[src/rtl/core/sdcsd_pkg.sv]
// Shared types, constants and lookup tables for the SD CSD decoder.
// No dependencies; imported by every stage and the top level.
package sdcsd_pkg;

   // Structure version codes
   localparam logic [1:0] VER_V1 = 2'd0;
   localparam logic [1:0] VER_V2 = 2'd1;

   localparam logic STATUS_OK      = 1'b0;
   localparam logic STATUS_BAD_VER = 1'b1;

   localparam logic [15:0] V2_BLOCK_BYTES = 16'd512;
   // v2: (c_size+1)*512 KB, expressed as a shift before the common /1024
   localparam logic [4:0]  V2_CAP_SHIFT   = 5'd19;
   // v1: multiplier is 2^(size multiplier field + 2)
   localparam logic [4:0]  V1_MULT_BIAS   = 5'd2;
   localparam logic [14:0] NSAC_SCALE     = 15'd100;
   localparam int          CAP_WIDE_W     = 48;
   localparam int          KB_SHIFT       = 10;

   // Transfer speed unit, in bit/s; reserved codes give zero
   function automatic logic [23:0] rate_unit_f(input logic [2:0] code);
      logic [23:0] r;
      case (code)
         3'd0:    r = 24'd10000;
         3'd1:    r = 24'd100000;
         3'd2:    r = 24'd1000000;
         3'd3:    r = 24'd10000000;
         default: r = 24'd0;
      endcase
      return r;
   endfunction

   // TAAC unit already divided by ten (unit code 0 handled apart)
   function automatic logic [19:0] time_tenth_f(input logic [2:0] code);
      logic [19:0] r;
      case (code)
         3'd1:    r = 20'd1;
         3'd2:    r = 20'd10;
         3'd3:    r = 20'd100;
         3'd4:    r = 20'd1000;
         3'd5:    r = 20'd10000;
         3'd6:    r = 20'd100000;
         3'd7:    r = 20'd1000000;
         default: r = 20'd0;
      endcase
      return r;
   endfunction

   // Shared access time / transfer speed value table, scaled by ten
   function automatic logic [6:0] mantissa_f(input logic [3:0] code);
      logic [6:0] r;
      case (code)
         4'd1:    r = 7'd10;
         4'd2:    r = 7'd12;
         4'd3:    r = 7'd13;
         4'd4:    r = 7'd15;
         4'd5:    r = 7'd20;
         4'd6:    r = 7'd25;
         4'd7:    r = 7'd30;
         4'd8:    r = 7'd35;
         4'd9:    r = 7'd40;
         4'd10:   r = 7'd45;
         4'd11:   r = 7'd50;
         4'd12:   r = 7'd55;
         4'd13:   r = 7'd60;
         4'd14:   r = 7'd70;
         4'd15:   r = 7'd80;
         default: r = 7'd0;
      endcase
      return r;
   endfunction

   // ceil(mantissa/10), for the 1 ns unit
   function automatic logic [3:0] ceil_tenth_f(input logic [3:0] code);
      logic [3:0] r;
      case (code)
         4'd1:    r = 4'd1;
         4'd2:    r = 4'd2;
         4'd3:    r = 4'd2;
         4'd4:    r = 4'd2;
         4'd5:    r = 4'd2;
         4'd6:    r = 4'd3;
         4'd7:    r = 4'd3;
         4'd8:    r = 4'd4;
         4'd9:    r = 4'd4;
         4'd10:   r = 4'd5;
         4'd11:   r = 4'd5;
         4'd12:   r = 4'd6;
         4'd13:   r = 4'd6;
         4'd14:   r = 4'd7;
         4'd15:   r = 4'd8;
         default: r = 4'd0;
      endcase
      return r;
   endfunction

   // After field extraction and table lookup
   typedef struct packed {
      logic        status;
      logic        high_capacity;
      logic [21:0] c_size;
      logic [4:0]  cap_shift;
      logic [23:0] rate_unit;
      logic [6:0]  rate_mant;
      logic [2:0]  taac_unit;
      logic [19:0] time_tenth;
      logic [6:0]  time_mant;
      logic [3:0]  taac_ceil;
      logic [7:0]  nsac;
      logic [11:0] command_classes;
      logic [3:0]  read_len_log2;
      logic [3:0]  write_len_log2;
      logic [2:0]  write_speed_factor;
      logic        dsr_present;
   } s1_type;

   // After the products
   typedef struct packed {
      logic        status;
      logic        high_capacity;
      logic [22:0] cap_base;
      logic [4:0]  cap_shift;
      logic [15:0] block_bytes;
      logic [14:0] access_clocks;
      logic [26:0] access_ns;
      logic [29:0] max_rate;
      logic [11:0] command_classes;
      logic [3:0]  read_len_log2;
      logic [3:0]  write_len_log2;
      logic [2:0]  write_speed_factor;
      logic        dsr_present;
   } s2_type;

   // Result beat
   typedef struct packed {
      logic        status;
      logic        high_capacity;
      logic [15:0] block_bytes;
      logic [31:0] capacity_kb;
      logic [14:0] access_clocks;
      logic [26:0] access_ns;
      logic [29:0] max_rate;
      logic [11:0] command_classes;
      logic [3:0]  read_len_log2;
      logic [3:0]  write_len_log2;
      logic [2:0]  write_speed_factor;
      logic        dsr_present;
   } rsp_type;

endpackage

[src/rtl/core/sd_csd_register_decoder.sv]
// SD card CSD register decoder, top level.
// Depends on sdcsd_pkg, sdcsd_extract, sdcsd_arith and sdcsd_assemble.
//
// Usage:
//  - Request channel (req_): one beat carries a whole 128-bit CSD as two
//    64-bit halves, req_csd_high = bits 127..64, req_csd_low = bits 63..0.
//  - Response channel (rsp_): one beat per request, in order, with the
//    decoded fields. rsp_status = 1 flags a reserved structure version;
//    every other field of that beat is zero.
//  - A beat moves on a rising edge with valid high and stall low.
//  - Stages: three register stages (extract and table lookup, products,
//    capacity shift into the output register); rsp_valid rises once the
//    beat reaches the output register.
//  - Throughput: one beat per cycle sustained without rsp_stall; each stage
//    holds one beat and passes it on whenever the next stage is empty or moving.
//  - rsp_stall backs up through the stages; req_stall rises only once all
//    three hold a beat, so bubbles are squeezed out first. Nothing is lost
//    or repeated under stall and a stalled response stays put.
//  - Reset (synchronous) empties the pipeline; no other state.
module sd_csd_register_decoder
   import sdcsd_pkg::*;
(
   input  logic        clock,
   input  logic        reset,
   input  logic        req_valid,
   output logic        req_stall,
   input  logic [63:0] req_csd_high,
   input  logic [63:0] req_csd_low,
   output logic        rsp_valid,
   input  logic        rsp_stall,
   output logic        rsp_status,
   output logic        rsp_high_capacity,
   output logic [15:0] rsp_block_bytes,
   output logic [31:0] rsp_capacity_kb,
   output logic [14:0] rsp_access_clocks,
   output logic [26:0] rsp_access_ns,
   output logic [29:0] rsp_max_rate,
   output logic [11:0] rsp_command_classes,
   output logic [3:0]  rsp_read_len_log2,
   output logic [3:0]  rsp_write_len_log2,
   output logic [2:0]  rsp_write_speed_factor,
   output logic        rsp_dsr_present
);

   logic    req_ready;
   logic    s1_valid, s1_ready;
   logic    s2_valid, s2_ready;
   s1_type  s1_data;
   s2_type  s2_data;
   rsp_type rsp_data;

   assign req_stall = !req_ready;

   // Stage 1: slice fields, check version, look up unit/value tables
   sdcsd_extract u_extract (
      .clock     (clock),
      .reset     (reset),
      .in_valid  (req_valid),
      .in_ready  (req_ready),
      .csd_high  (req_csd_high),
      .csd_low   (req_csd_low),
      .out_valid (s1_valid),
      .out_ready (s1_ready),
      .out_data  (s1_data)
   );

   // Stage 2: rate, access time and NSAC multiplies
   sdcsd_arith u_arith (
      .clock     (clock),
      .reset     (reset),
      .in_valid  (s1_valid),
      .in_ready  (s1_ready),
      .in_data   (s1_data),
      .out_valid (s2_valid),
      .out_ready (s2_ready),
      .out_data  (s2_data)
   );

   // Stage 3: capacity, blanking on a bad version, response register
   sdcsd_assemble u_assemble (
      .clock     (clock),
      .reset     (reset),
      .in_valid  (s2_valid),
      .in_ready  (s2_ready),
      .in_data   (s2_data),
      .out_valid (rsp_valid),
      .out_ready (!rsp_stall),
      .out_data  (rsp_data)
   );

   assign rsp_status             = rsp_data.status;
   assign rsp_high_capacity      = rsp_data.high_capacity;
   assign rsp_block_bytes        = rsp_data.block_bytes;
   assign rsp_capacity_kb        = rsp_data.capacity_kb;
   assign rsp_access_clocks      = rsp_data.access_clocks;
   assign rsp_access_ns          = rsp_data.access_ns;
   assign rsp_max_rate           = rsp_data.max_rate;
   assign rsp_command_classes    = rsp_data.command_classes;
   assign rsp_read_len_log2      = rsp_data.read_len_log2;
   assign rsp_write_len_log2     = rsp_data.write_len_log2;
   assign rsp_write_speed_factor = rsp_data.write_speed_factor;
   assign rsp_dsr_present        = rsp_data.dsr_present;

endmodule

[src/rtl/core/sdcsd_extract.sv]
// Stage 1 of the CSD decoder: field slicing, version check, table lookups.
// Depends on sdcsd_pkg.
module sdcsd_extract
   import sdcsd_pkg::*;
(
   input  logic        clock,
   input  logic        reset,
   input  logic        in_valid,
   output logic        in_ready,
   input  logic [63:0] csd_high,
   input  logic [63:0] csd_low,
   output logic        out_valid,
   input  logic        out_ready,
   output s1_type      out_data
);

   logic   valid_ff, valid_in;
   s1_type data_ff, data_in;

   logic [1:0] ver;
   logic [7:0] taac, tspeed;
   logic [3:0] rd_len;

   assign ver    = csd_high[63:62];
   assign taac   = csd_high[55:48];
   assign tspeed = csd_high[39:32];
   assign rd_len = csd_high[19:16];

   always_comb begin
      data_in                    = '0;
      data_in.rate_unit          = rate_unit_f(tspeed[2:0]);
      data_in.rate_mant          = mantissa_f(tspeed[6:3]);
      data_in.taac_unit          = taac[2:0];
      data_in.time_tenth         = time_tenth_f(taac[2:0]);
      data_in.time_mant          = mantissa_f(taac[6:3]);
      data_in.taac_ceil          = ceil_tenth_f(taac[6:3]);
      data_in.nsac               = csd_high[47:40];
      data_in.command_classes    = csd_high[31:20];
      data_in.read_len_log2      = rd_len;
      data_in.write_len_log2     = csd_low[25:22];
      data_in.write_speed_factor = csd_low[28:26];
      data_in.dsr_present        = csd_high[12];
      case (ver)
         VER_V1: begin
            data_in.status    = STATUS_OK;
            // C_SIZE straddles the two halves (CSD bits 73..62)
            data_in.c_size    = {10'd0, csd_high[9:0], csd_low[63:62]};
            data_in.cap_shift = {2'd0, csd_low[49:47]} + V1_MULT_BIAS + {1'b0, rd_len};
         end
         VER_V2: begin
            data_in.status        = STATUS_OK;
            data_in.high_capacity = 1'b1;
            data_in.c_size        = {csd_high[5:0], csd_low[63:48]};
            data_in.cap_shift     = V2_CAP_SHIFT;
         end
         default: begin
            data_in.status = STATUS_BAD_VER;
         end
      endcase
   end

   assign in_ready = !valid_ff || out_ready;
   assign valid_in = in_ready ? in_valid : valid_ff;

   always_ff @(posedge clock) begin
      if (reset) begin
         valid_ff <= 1'b0;
      end else begin
         valid_ff <= valid_in;
      end
   end

   always_ff @(posedge clock) begin
      if (in_ready && in_valid) begin
         data_ff <= data_in;
      end
   end

   assign out_valid = valid_ff;
   assign out_data  = data_ff;

endmodule

[src/rtl/core/sdcsd_arith.sv]
// Stage 2 of the CSD decoder: rate, access time and NSAC products, block size.
// Depends on sdcsd_pkg.
module sdcsd_arith
   import sdcsd_pkg::*;
(
   input  logic   clock,
   input  logic   reset,
   input  logic   in_valid,
   output logic   in_ready,
   input  s1_type in_data,
   output logic   out_valid,
   input  logic   out_ready,
   output s2_type out_data
);

   logic   valid_ff, valid_in;
   s2_type data_ff, data_in;

   logic [29:0] rate_full;
   logic [26:0] ns_prod;

   assign rate_full = 30'(in_data.rate_unit) * 30'(in_data.rate_mant);
   assign ns_prod   = 27'(in_data.time_tenth) * 27'(in_data.time_mant);

   always_comb begin
      data_in                    = '0;
      data_in.status             = in_data.status;
      data_in.high_capacity      = in_data.high_capacity;
      data_in.cap_base           = 23'(in_data.c_size) + 23'd1;
      data_in.cap_shift          = in_data.cap_shift;
      data_in.max_rate           = rate_full;
      data_in.command_classes    = in_data.command_classes;
      data_in.read_len_log2      = in_data.read_len_log2;
      data_in.write_len_log2     = in_data.write_len_log2;
      data_in.write_speed_factor = in_data.write_speed_factor;
      data_in.dsr_present        = in_data.dsr_present;
      if (in_data.high_capacity) begin
         data_in.block_bytes = V2_BLOCK_BYTES;
      end else begin
         data_in.block_bytes   = 16'd1 << in_data.read_len_log2;
         data_in.access_clocks = 15'(in_data.nsac) * NSAC_SCALE;
         // 1 ns unit rounds up; larger units divide by ten exactly
         if (in_data.taac_unit == 3'd0) begin
            data_in.access_ns = 27'(in_data.taac_ceil);
         end else begin
            data_in.access_ns = ns_prod;
         end
      end
   end

   assign in_ready = !valid_ff || out_ready;
   assign valid_in = in_ready ? in_valid : valid_ff;

   always_ff @(posedge clock) begin
      if (reset) begin
         valid_ff <= 1'b0;
      end else begin
         valid_ff <= valid_in;
      end
   end

   always_ff @(posedge clock) begin
      if (in_ready && in_valid) begin
         data_ff <= data_in;
      end
   end

   assign out_valid = valid_ff;
   assign out_data  = data_ff;

endmodule

[src/rtl/core/sdcsd_assemble.sv]
// Stage 3 of the CSD decoder: capacity shift, error blanking, output register.
// Depends on sdcsd_pkg.
module sdcsd_assemble
   import sdcsd_pkg::*;
(
   input  logic    clock,
   input  logic    reset,
   input  logic    in_valid,
   output logic    in_ready,
   input  s2_type  in_data,
   output logic    out_valid,
   input  logic    out_ready,
   output rsp_type out_data
);

   logic    valid_ff, valid_in;
   rsp_type data_ff, data_in;

   logic [CAP_WIDE_W-1:0] cap_wide;

   // bytes = base << shift; KB = bytes >> 10
   assign cap_wide = CAP_WIDE_W'(in_data.cap_base) << in_data.cap_shift;

   always_comb begin
      data_in = '0;
      data_in.status = in_data.status;
      if (in_data.status == STATUS_OK) begin
         data_in.high_capacity      = in_data.high_capacity;
         data_in.block_bytes        = in_data.block_bytes;
         data_in.capacity_kb        = cap_wide[KB_SHIFT +: 32];
         data_in.access_clocks      = in_data.access_clocks;
         data_in.access_ns          = in_data.access_ns;
         data_in.max_rate           = in_data.max_rate;
         data_in.command_classes    = in_data.command_classes;
         data_in.read_len_log2      = in_data.read_len_log2;
         data_in.write_len_log2     = in_data.write_len_log2;
         data_in.write_speed_factor = in_data.write_speed_factor;
         data_in.dsr_present        = in_data.dsr_present;
      end
   end

   assign in_ready = !valid_ff || out_ready;
   assign valid_in = in_ready ? in_valid : valid_ff;

   always_ff @(posedge clock) begin
      if (reset) begin
         valid_ff <= 1'b0;
      end else begin
         valid_ff <= valid_in;
      end
   end

   always_ff @(posedge clock) begin
      if (in_ready && in_valid) begin
         data_ff <= data_in;
      end
   end

   assign out_valid = valid_ff;
   assign out_data  = data_ff;

endmodule

[config.mk]
export PLATFORM = sky130hd
export DESIGN_NAME = sd_csd_register_decoder
export DESIGN_NICKNAME = d
export VERILOG_FILES = /design/src/rtl/core/sdcsd_pkg.sv /design/src/rtl/core/sd_csd_register_decoder.sv /design/src/rtl/core/sdcsd_extract.sv /design/src/rtl/core/sdcsd_arith.sv /design/src/rtl/core/sdcsd_assemble.sv
export SDC_FILE = /design/constraint.sdc
export NUM_CORES = 1
export LEC_CHECK = 0
export BUFFER_PORTS_ARGS = -buffer_cell sky130_fd_sc_hd__buf_4
export CAP_MARGIN = 20
export CORE_UTILIZATION = 50
export CTS_BUF_LIST = sky130_fd_sc_hd__clkbuf_2 sky130_fd_sc_hd__clkbuf_4 sky130_fd_sc_hd__clkbuf_8
export CTS_CLUSTER_DIAMETER = 50
export DETAILED_ROUTE_END_ITERATION = 6
export GPL_TIMING_DRIVEN = 0
export HOLD_SLACK_MARGIN = 0.05
export PLACE_DENSITY = 0.72
export SETUP_SLACK_MARGIN = 0.2
export SLEW_MARGIN = 20
export SYNTH_ARGS = -nofsm -noshare
export SYNTH_HDL_FRONTEND = slang
export SYNTH_HIERARCHICAL = 1
export SYNTH_SLANG_ARGS = --single-unit
export TNS_END_PERCENT = 5
[constraint.sdc]
create_clock -name clock -period 12.71 [get_ports clock]
set_input_delay 1.271 -clock clock [delete_from_list [all_inputs] [get_ports clock]]
set_output_delay 1.271 -clock clock [all_outputs]
set_load 0.02 [all_outputs]
After elaboration in Yosys (flattened, before gate mapping)
Memories as Yosys holds them, arrays and structs flattened. A register that Yosys moved wholly into a read port is not among the register bits. Index checks and enable logic that the tools add are counted.

Add/subtract/negate cells: 3. Multipliers: 3. Div/mod/pow operators: 0. Order comparisons: 0. Equality and inequality tests: 11. Shift-type cells: 2. Multiplexer cells: 6. Bitwise logic cells: 0. Reduce and logical (&&, ||, !) cells: 16.

Operators by type and width (number): one-hot mux 20 bit (7 select lines) (1); one-hot mux 24 bit (4 select lines) (1); one-hot mux 27 bit (2 select lines) (1); << shifter 23 x 5 -> 42 bit (1); multiplier 24 x 7 -> 30 bit (1); multiplier 20 x 7 -> 27 bit (1); two-way mux 27 bit (1); adder 22 x 1 -> 23 bit, second input constant (1); << shifter 1 x 4 -> 16 bit, first input constant (1); multiplier 8 x 5 -> 13 bit, second input constant (1); == test 3 x 2 -> 1 bit, second input constant (4); == test 3 bit, second input constant (4); == test 3 x 1 -> 1 bit, second input constant (2); logical NOT 3 bit (2); adder 5 x 4 -> 5 bit (1); logical NOT 1 bit (5); adder 3 x 2 -> 4 bit, second input constant (1); OR reduction 2 bit (2); logical AND 1 bit (3); logical OR 1 bit (3); == test 2 x 1 -> 1 bit, second input constant (1); logical NOT 2 bit (1); two-way mux 1 bit (2).

Flip-flop bits (word level): 399. Latch bits: 0. Bits in writable memories: 0. Bits in read-only memories: 288. Input port bits: 132. Output and inout port bits: 148. Word-level logic and storage cells: 87. Memories: 3.

Memory list: (no name shown) (depth 16, bits a word 7, read ports 1, clocked after memory_dff 1, wr ports 0, RTL line sdcsd_pkg.sv:53) `case (code)`; (no name shown) (depth 16, bits a word 7, read ports 1, clocked after memory_dff 1, wr ports 0, RTL line sdcsd_pkg.sv:53); (no name shown) (depth 16, bits a word 4, read ports 1, clocked after memory_dff 1, wr ports 0, RTL line sdcsd_pkg.sv:77) `case (code)`.

Longest topological paths before layout
Depth after elaboration: 5. Depth in mapped cells: 19. Mapped depth without buffers: 17.

Cells and area by module
The synthesis kept the hierarchy.

By module, submodules not included: sdcsd_arith (times used 1, cells each 1505, area an instance 15373.5 um^2, sequential area each 4224.1 um^2); sdcsd_assemble (times used 1, cells each 499, area an instance 7021.7 um^2, sequential area each 4404.2 um^2); sdcsd_extract (times used 1, cells each 301, area an instance 4475.5 um^2, sequential area each 3173.0 um^2); sd_csd_register_decoder (times used 1, cells each 2, area an instance 7.5 um^2, sequential area each 0.0 um^2).

Least setup slack after synthesis
OpenSTA, ideal clock, no wires.

Path type: input to register. Start: in rsp_stall. End: reg u_assemble.data_ff (netlist bit u_assemble/out_data[0]), enable pin. Library setup time: 0.523 ns. Arrival time: 4.769 ns. Required time: 12.187 ns. Path slack: 7.418 ns. Cell stages on the path: 3. Path buffers: 0. Cells stage by stage: inv_1 nand2b_1 and2_1.

Longest elaborated chain between the ends: 3.

Ends and longest elaborated chain: start, declared (RTL line sd_csd_register_decoder.sv:30) `input logic rsp_stall,`; logical NOT 1 bit (RTL line sd_csd_register_decoder.sv:87) `.out_ready (!rsp_stall),`; logical OR 1 bit (RTL line sdcsd_assemble.sv:42) `assign in_ready = !valid_ff || out_ready;`; via s2_ready (RTL line sd_csd_register_decoder.sv:47) `logic s2_valid, s2_ready;`; logical AND 1 bit (RTL line sdcsd_assemble.sv:54) `if (in_ready && in_valid) begin`; end signal, assigned (RTL line sdcsd_assemble.sv:55) `data_ff <= data_in;`; end, declared (RTL line sdcsd_assemble.sv:17) `rsp_type data_ff, data_in;`.

The timed path passes the listed nets, and every way through them passes these cells. A chain may end at the register's enable or synchronous reset.

Worst setup path after layout
Start: reg, netlist name u_extract/out_data[42]. End: reg u_arith.data_ff (netlist bit u_arith/out_data[80]) (data pin).

Longest elaborated chain between the ends: 1.

Ends and longest elaborated chain: multiplier 20 x 7 -> 27 bit (RTL line sdcsd_arith.sv:23) `assign ns_prod = 27'(in_data.time_tenth) * 27'(in_data.time_mant);`; end signal, assigned (RTL line sdcsd_arith.sv:64) `data_ff <= data_in;`; end, declared (RTL line sdcsd_arith.sv:17) `s2_type data_ff, data_in;`.

Every way passes these cells.

==> flow_summary.ini <==
[synthesis]
yosys.area_share.adder_pct = 21.5
synth-compound-area-share_pct = 6.85
syn_inst = 2307
netlist_area_mm2 = 0.0269
synth_top_family_by_area = adder cells
ys_seq_area_share_pct = 43.9
postSynth.asyncResetShare_pct = 0
synth_flop_cell = edfxtp_1
yosysWarnings = 6
synth-simple-area-share_pct = 15.7
post_synth_xor_area_fraction_pct = 2.31
synth_edf_count = 391
synth_seq_cells = 394
avgSynthCellArea_um2 = 11.7
synth_mux_area_share_pct = 4.06
ys_types = 83

[global_route]
grt_pass1_vias = 18077
grt_usage_pct = 22.6
antenna_found_initial = 2
overflow = 0
grt_first_pass_wirelength_mm = 96.1
grt_max_degree = 58

[route]
drt_first_pass_iters = 7
wl_mm = 60.0
num_vias = 17787
via_per_inst = 5.30
drc = 22
wl_per_cell_um = 17.9
drtAntennaViolNets = 0
drt_first_iter_violations = 1195

[sta]
worstMarginPinSlew_ns = 0.847
slew_headroom_pct = 43.5
fin_setup_tns_ns = 0
max_freq_mhz = 174
finalSetupViolCount = 0
final.period_utilization_pct = 45.3
skew_ns = 0.0345
rsz0062_at_grt = false
final-hold-violation-count = 0
slew_viol_final = 0
post-route-min-period_ns = 5.76

[layout]
areaGrowthSynthToFinish_pct = 15.6
layout_common_cells = edfxtp_1 (391), buf_4 (252), inv_1 (243)
drive_above_1_share_pct = 17.3
multi_input_area_mm2 = 0.0136
finalNonFillerCells = 3357
seqCellArea_mm2 = 0.0118
nets = 3092
nFillCells = 4320
layout_commonest_cell = edfxtp_1

[cts]
cts_max_level = 3
cts_made_buffers = 72
cts_tree = built
path_clk_slew_ns = 0.06
clk_path_buf_depth = 3
clk_latency_ns = 0.67
post_cts_buffers = 0
cts.repair.resized = 0
clock_sinks = 394
hold_buffers = 0
clockRootBuffer = clkbuf_8

[critical_path]
r2r_start = u_extract/out_data[42]
crit_buf_inv = 4
path_cells = clkbuf_1 > nand2_1 > fa_1 > fa_1 > inv_1 > fa_1 > inv_1 > fa_1 > inv_1 > ha_1 > a21o_1 > a21oi_1 > a21o_1 > a211o_1 > a21oi_1 > or4_1 > a21oi_1
reg2regPathDepth = 17
end_kind = register
cpPeakStageDelay_ns = 0.57
arrival_ns = 6.14
slowest_stage = fa_1
path_class = reg -> reg
reg2reg_setup_slack_ns = 6.95
cp-start-kind = register
r2r-end = u_arith/out_data[80]
crit_top_cell = fa_1
cp_max_fo = 10
cp.required_ns = 13.09
critical_path.top_delay_family = adder cells

[hold_path]
hp-start = u_extract/out_data[22]
min_to = u_arith/out_data[22]
hold_path.class = reg -> reg
hold_depth = 0

[placed_design]
post-place-cells = 3233
place_hpwl_mm = 46.4
place.port_buffers = 223
finalWeightedCongestion = 0.904

[run]
drv_cap = 0

[floorplanning]
die_area_mm2 = 0.0547
core_mm2 = 0.0529
die_w_um = 234
die_height_um = 234
start_util_pct = 50.8
row_count = 84
ios = 280

[run_status]
status = complete, but fails checks
violations = design-rule violations

[power]
power.leakage_uw = 0.0133
p_per_area_mw_per_mm2 = 149
vdd_drop_max_v = 0.0000773
-- through the flow --
step	instance area [um^2]	utilization [%]	total power, uW	setup slack [ns]	hold WS [ns]
6_report	31100	58.8	4620	6.95	0.411
5_1_grt	31100	58.8	4960	6.69	0.423
4_1_cts	31100	58.8	4650	6.96	0.414
3_5_place_dp	29600	56.0	3420	6.96	0.406
3_3_place_gp	29400	55.7	3400	5.97	0.402
2_1_floorplan	26900	-	3030	7.42	0.400
-- worst max path at each step --
stage / slack, ns / depth (start not counted) / endpoint / from
global route: 6.69 / 17 / u_arith/out_data[80] / u_extract/out_data[41]
finish: 6.95 / 17 / u_arith/out_data[80] / u_extract/out_data[42]
detailed placement: 6.96 / 17 / u_arith/out_data[80] / u_extract/out_data[42]
floorplan: 7.42 / 3 / u_assemble/out_data[0] / rsp_stall
CTS: 6.96 / 17 / u_arith/out_data[80] / u_extract/out_data[42]
global placement: 5.97 / 4 / u_assemble/out_data[26] / rsp_stall
-- flip-flops by register name, indices dropped and copies added (netlist names) --
register	count
u_extract/out_valid	1
u_arith/out_valid	1
u_extract/out_data	105
u_arith/out_data	140
u_assemble/out_data	146
u_assemble/out_valid	1
-- final cells by class --
cell class	count	share of cell area [%]
tap	688	2.77
clock buffer	85	3.50
buffer	112	1.88
multi-input combinational	1564	43.8
sequential	394	38.0
inverter	246	2.97
antenna	1	0.00805
clock inverter	38	1.14
timing repair buffer	229	5.92
-- cells by family (layout without fill, tap and decap cells) --
logic type | count (synthesis) | in the layout
buffers and inverters | 358 | 710
AO/OA/AOI/OAI | 271 | 271
adder cells (fa/ha/maj) | 341 | 341
XOR/XNOR | 71 | 71
multiplexers | 79 | 79
AND/OR/NAND/NOR | 791 | 791
other | 2 | 12
flip-flops | 394 | 394
-- power by group --
group | switching, uW | internal [uW]
logic | 1030 | 734
clock network | 540 | 663
registers | 44.5 | 1610
total | 1610 | 3000
-- routing by layer --
layer  up-vias  share of wire [%]  global-route usage (%)
met4         0                2.2                    6.72
met2       529                 48                    37.6
met3        91                6.2                    4.01
met5         -                  0                       0
li1       8430                  -                       -
met1      8737                 43                    30.2
-- cell usage after synthesis (all sizes together), types with 5 or more instances --
library cell	count	share of area [%]
edfxtp	391	44
inv	246	3.4
and2	241	5.6
fa	201	15
nand2	155	2.2
ha	140	6.5
nor2b	137	3.2
nor2	123	1.7
a21oi	93	1.8
clkbuf	63	0.88
buf	49	1.3
xnor2	49	1.6
o21ai	47	0.89
mux2i	40	1.5
nand3	36	0.69
nor3	31	0.61
a21o	24	0.67
xor2	22	0.72
mux4	20	1.7
mux2	19	0.82
a211oi	16	0.48
nand2b	16	0.37
and3	14	0.33
a31oi	13	0.38
o21a	11	0.31
nand4	10	0.23
o21bai	10	0.28
a22oi	9	0.25
or2	9	0.21
a221oi	6	0.35
o211ai	6	0.17
a211o	5	0.16
nand3b	5	0.14
Power figures use the tool's default switching activity.
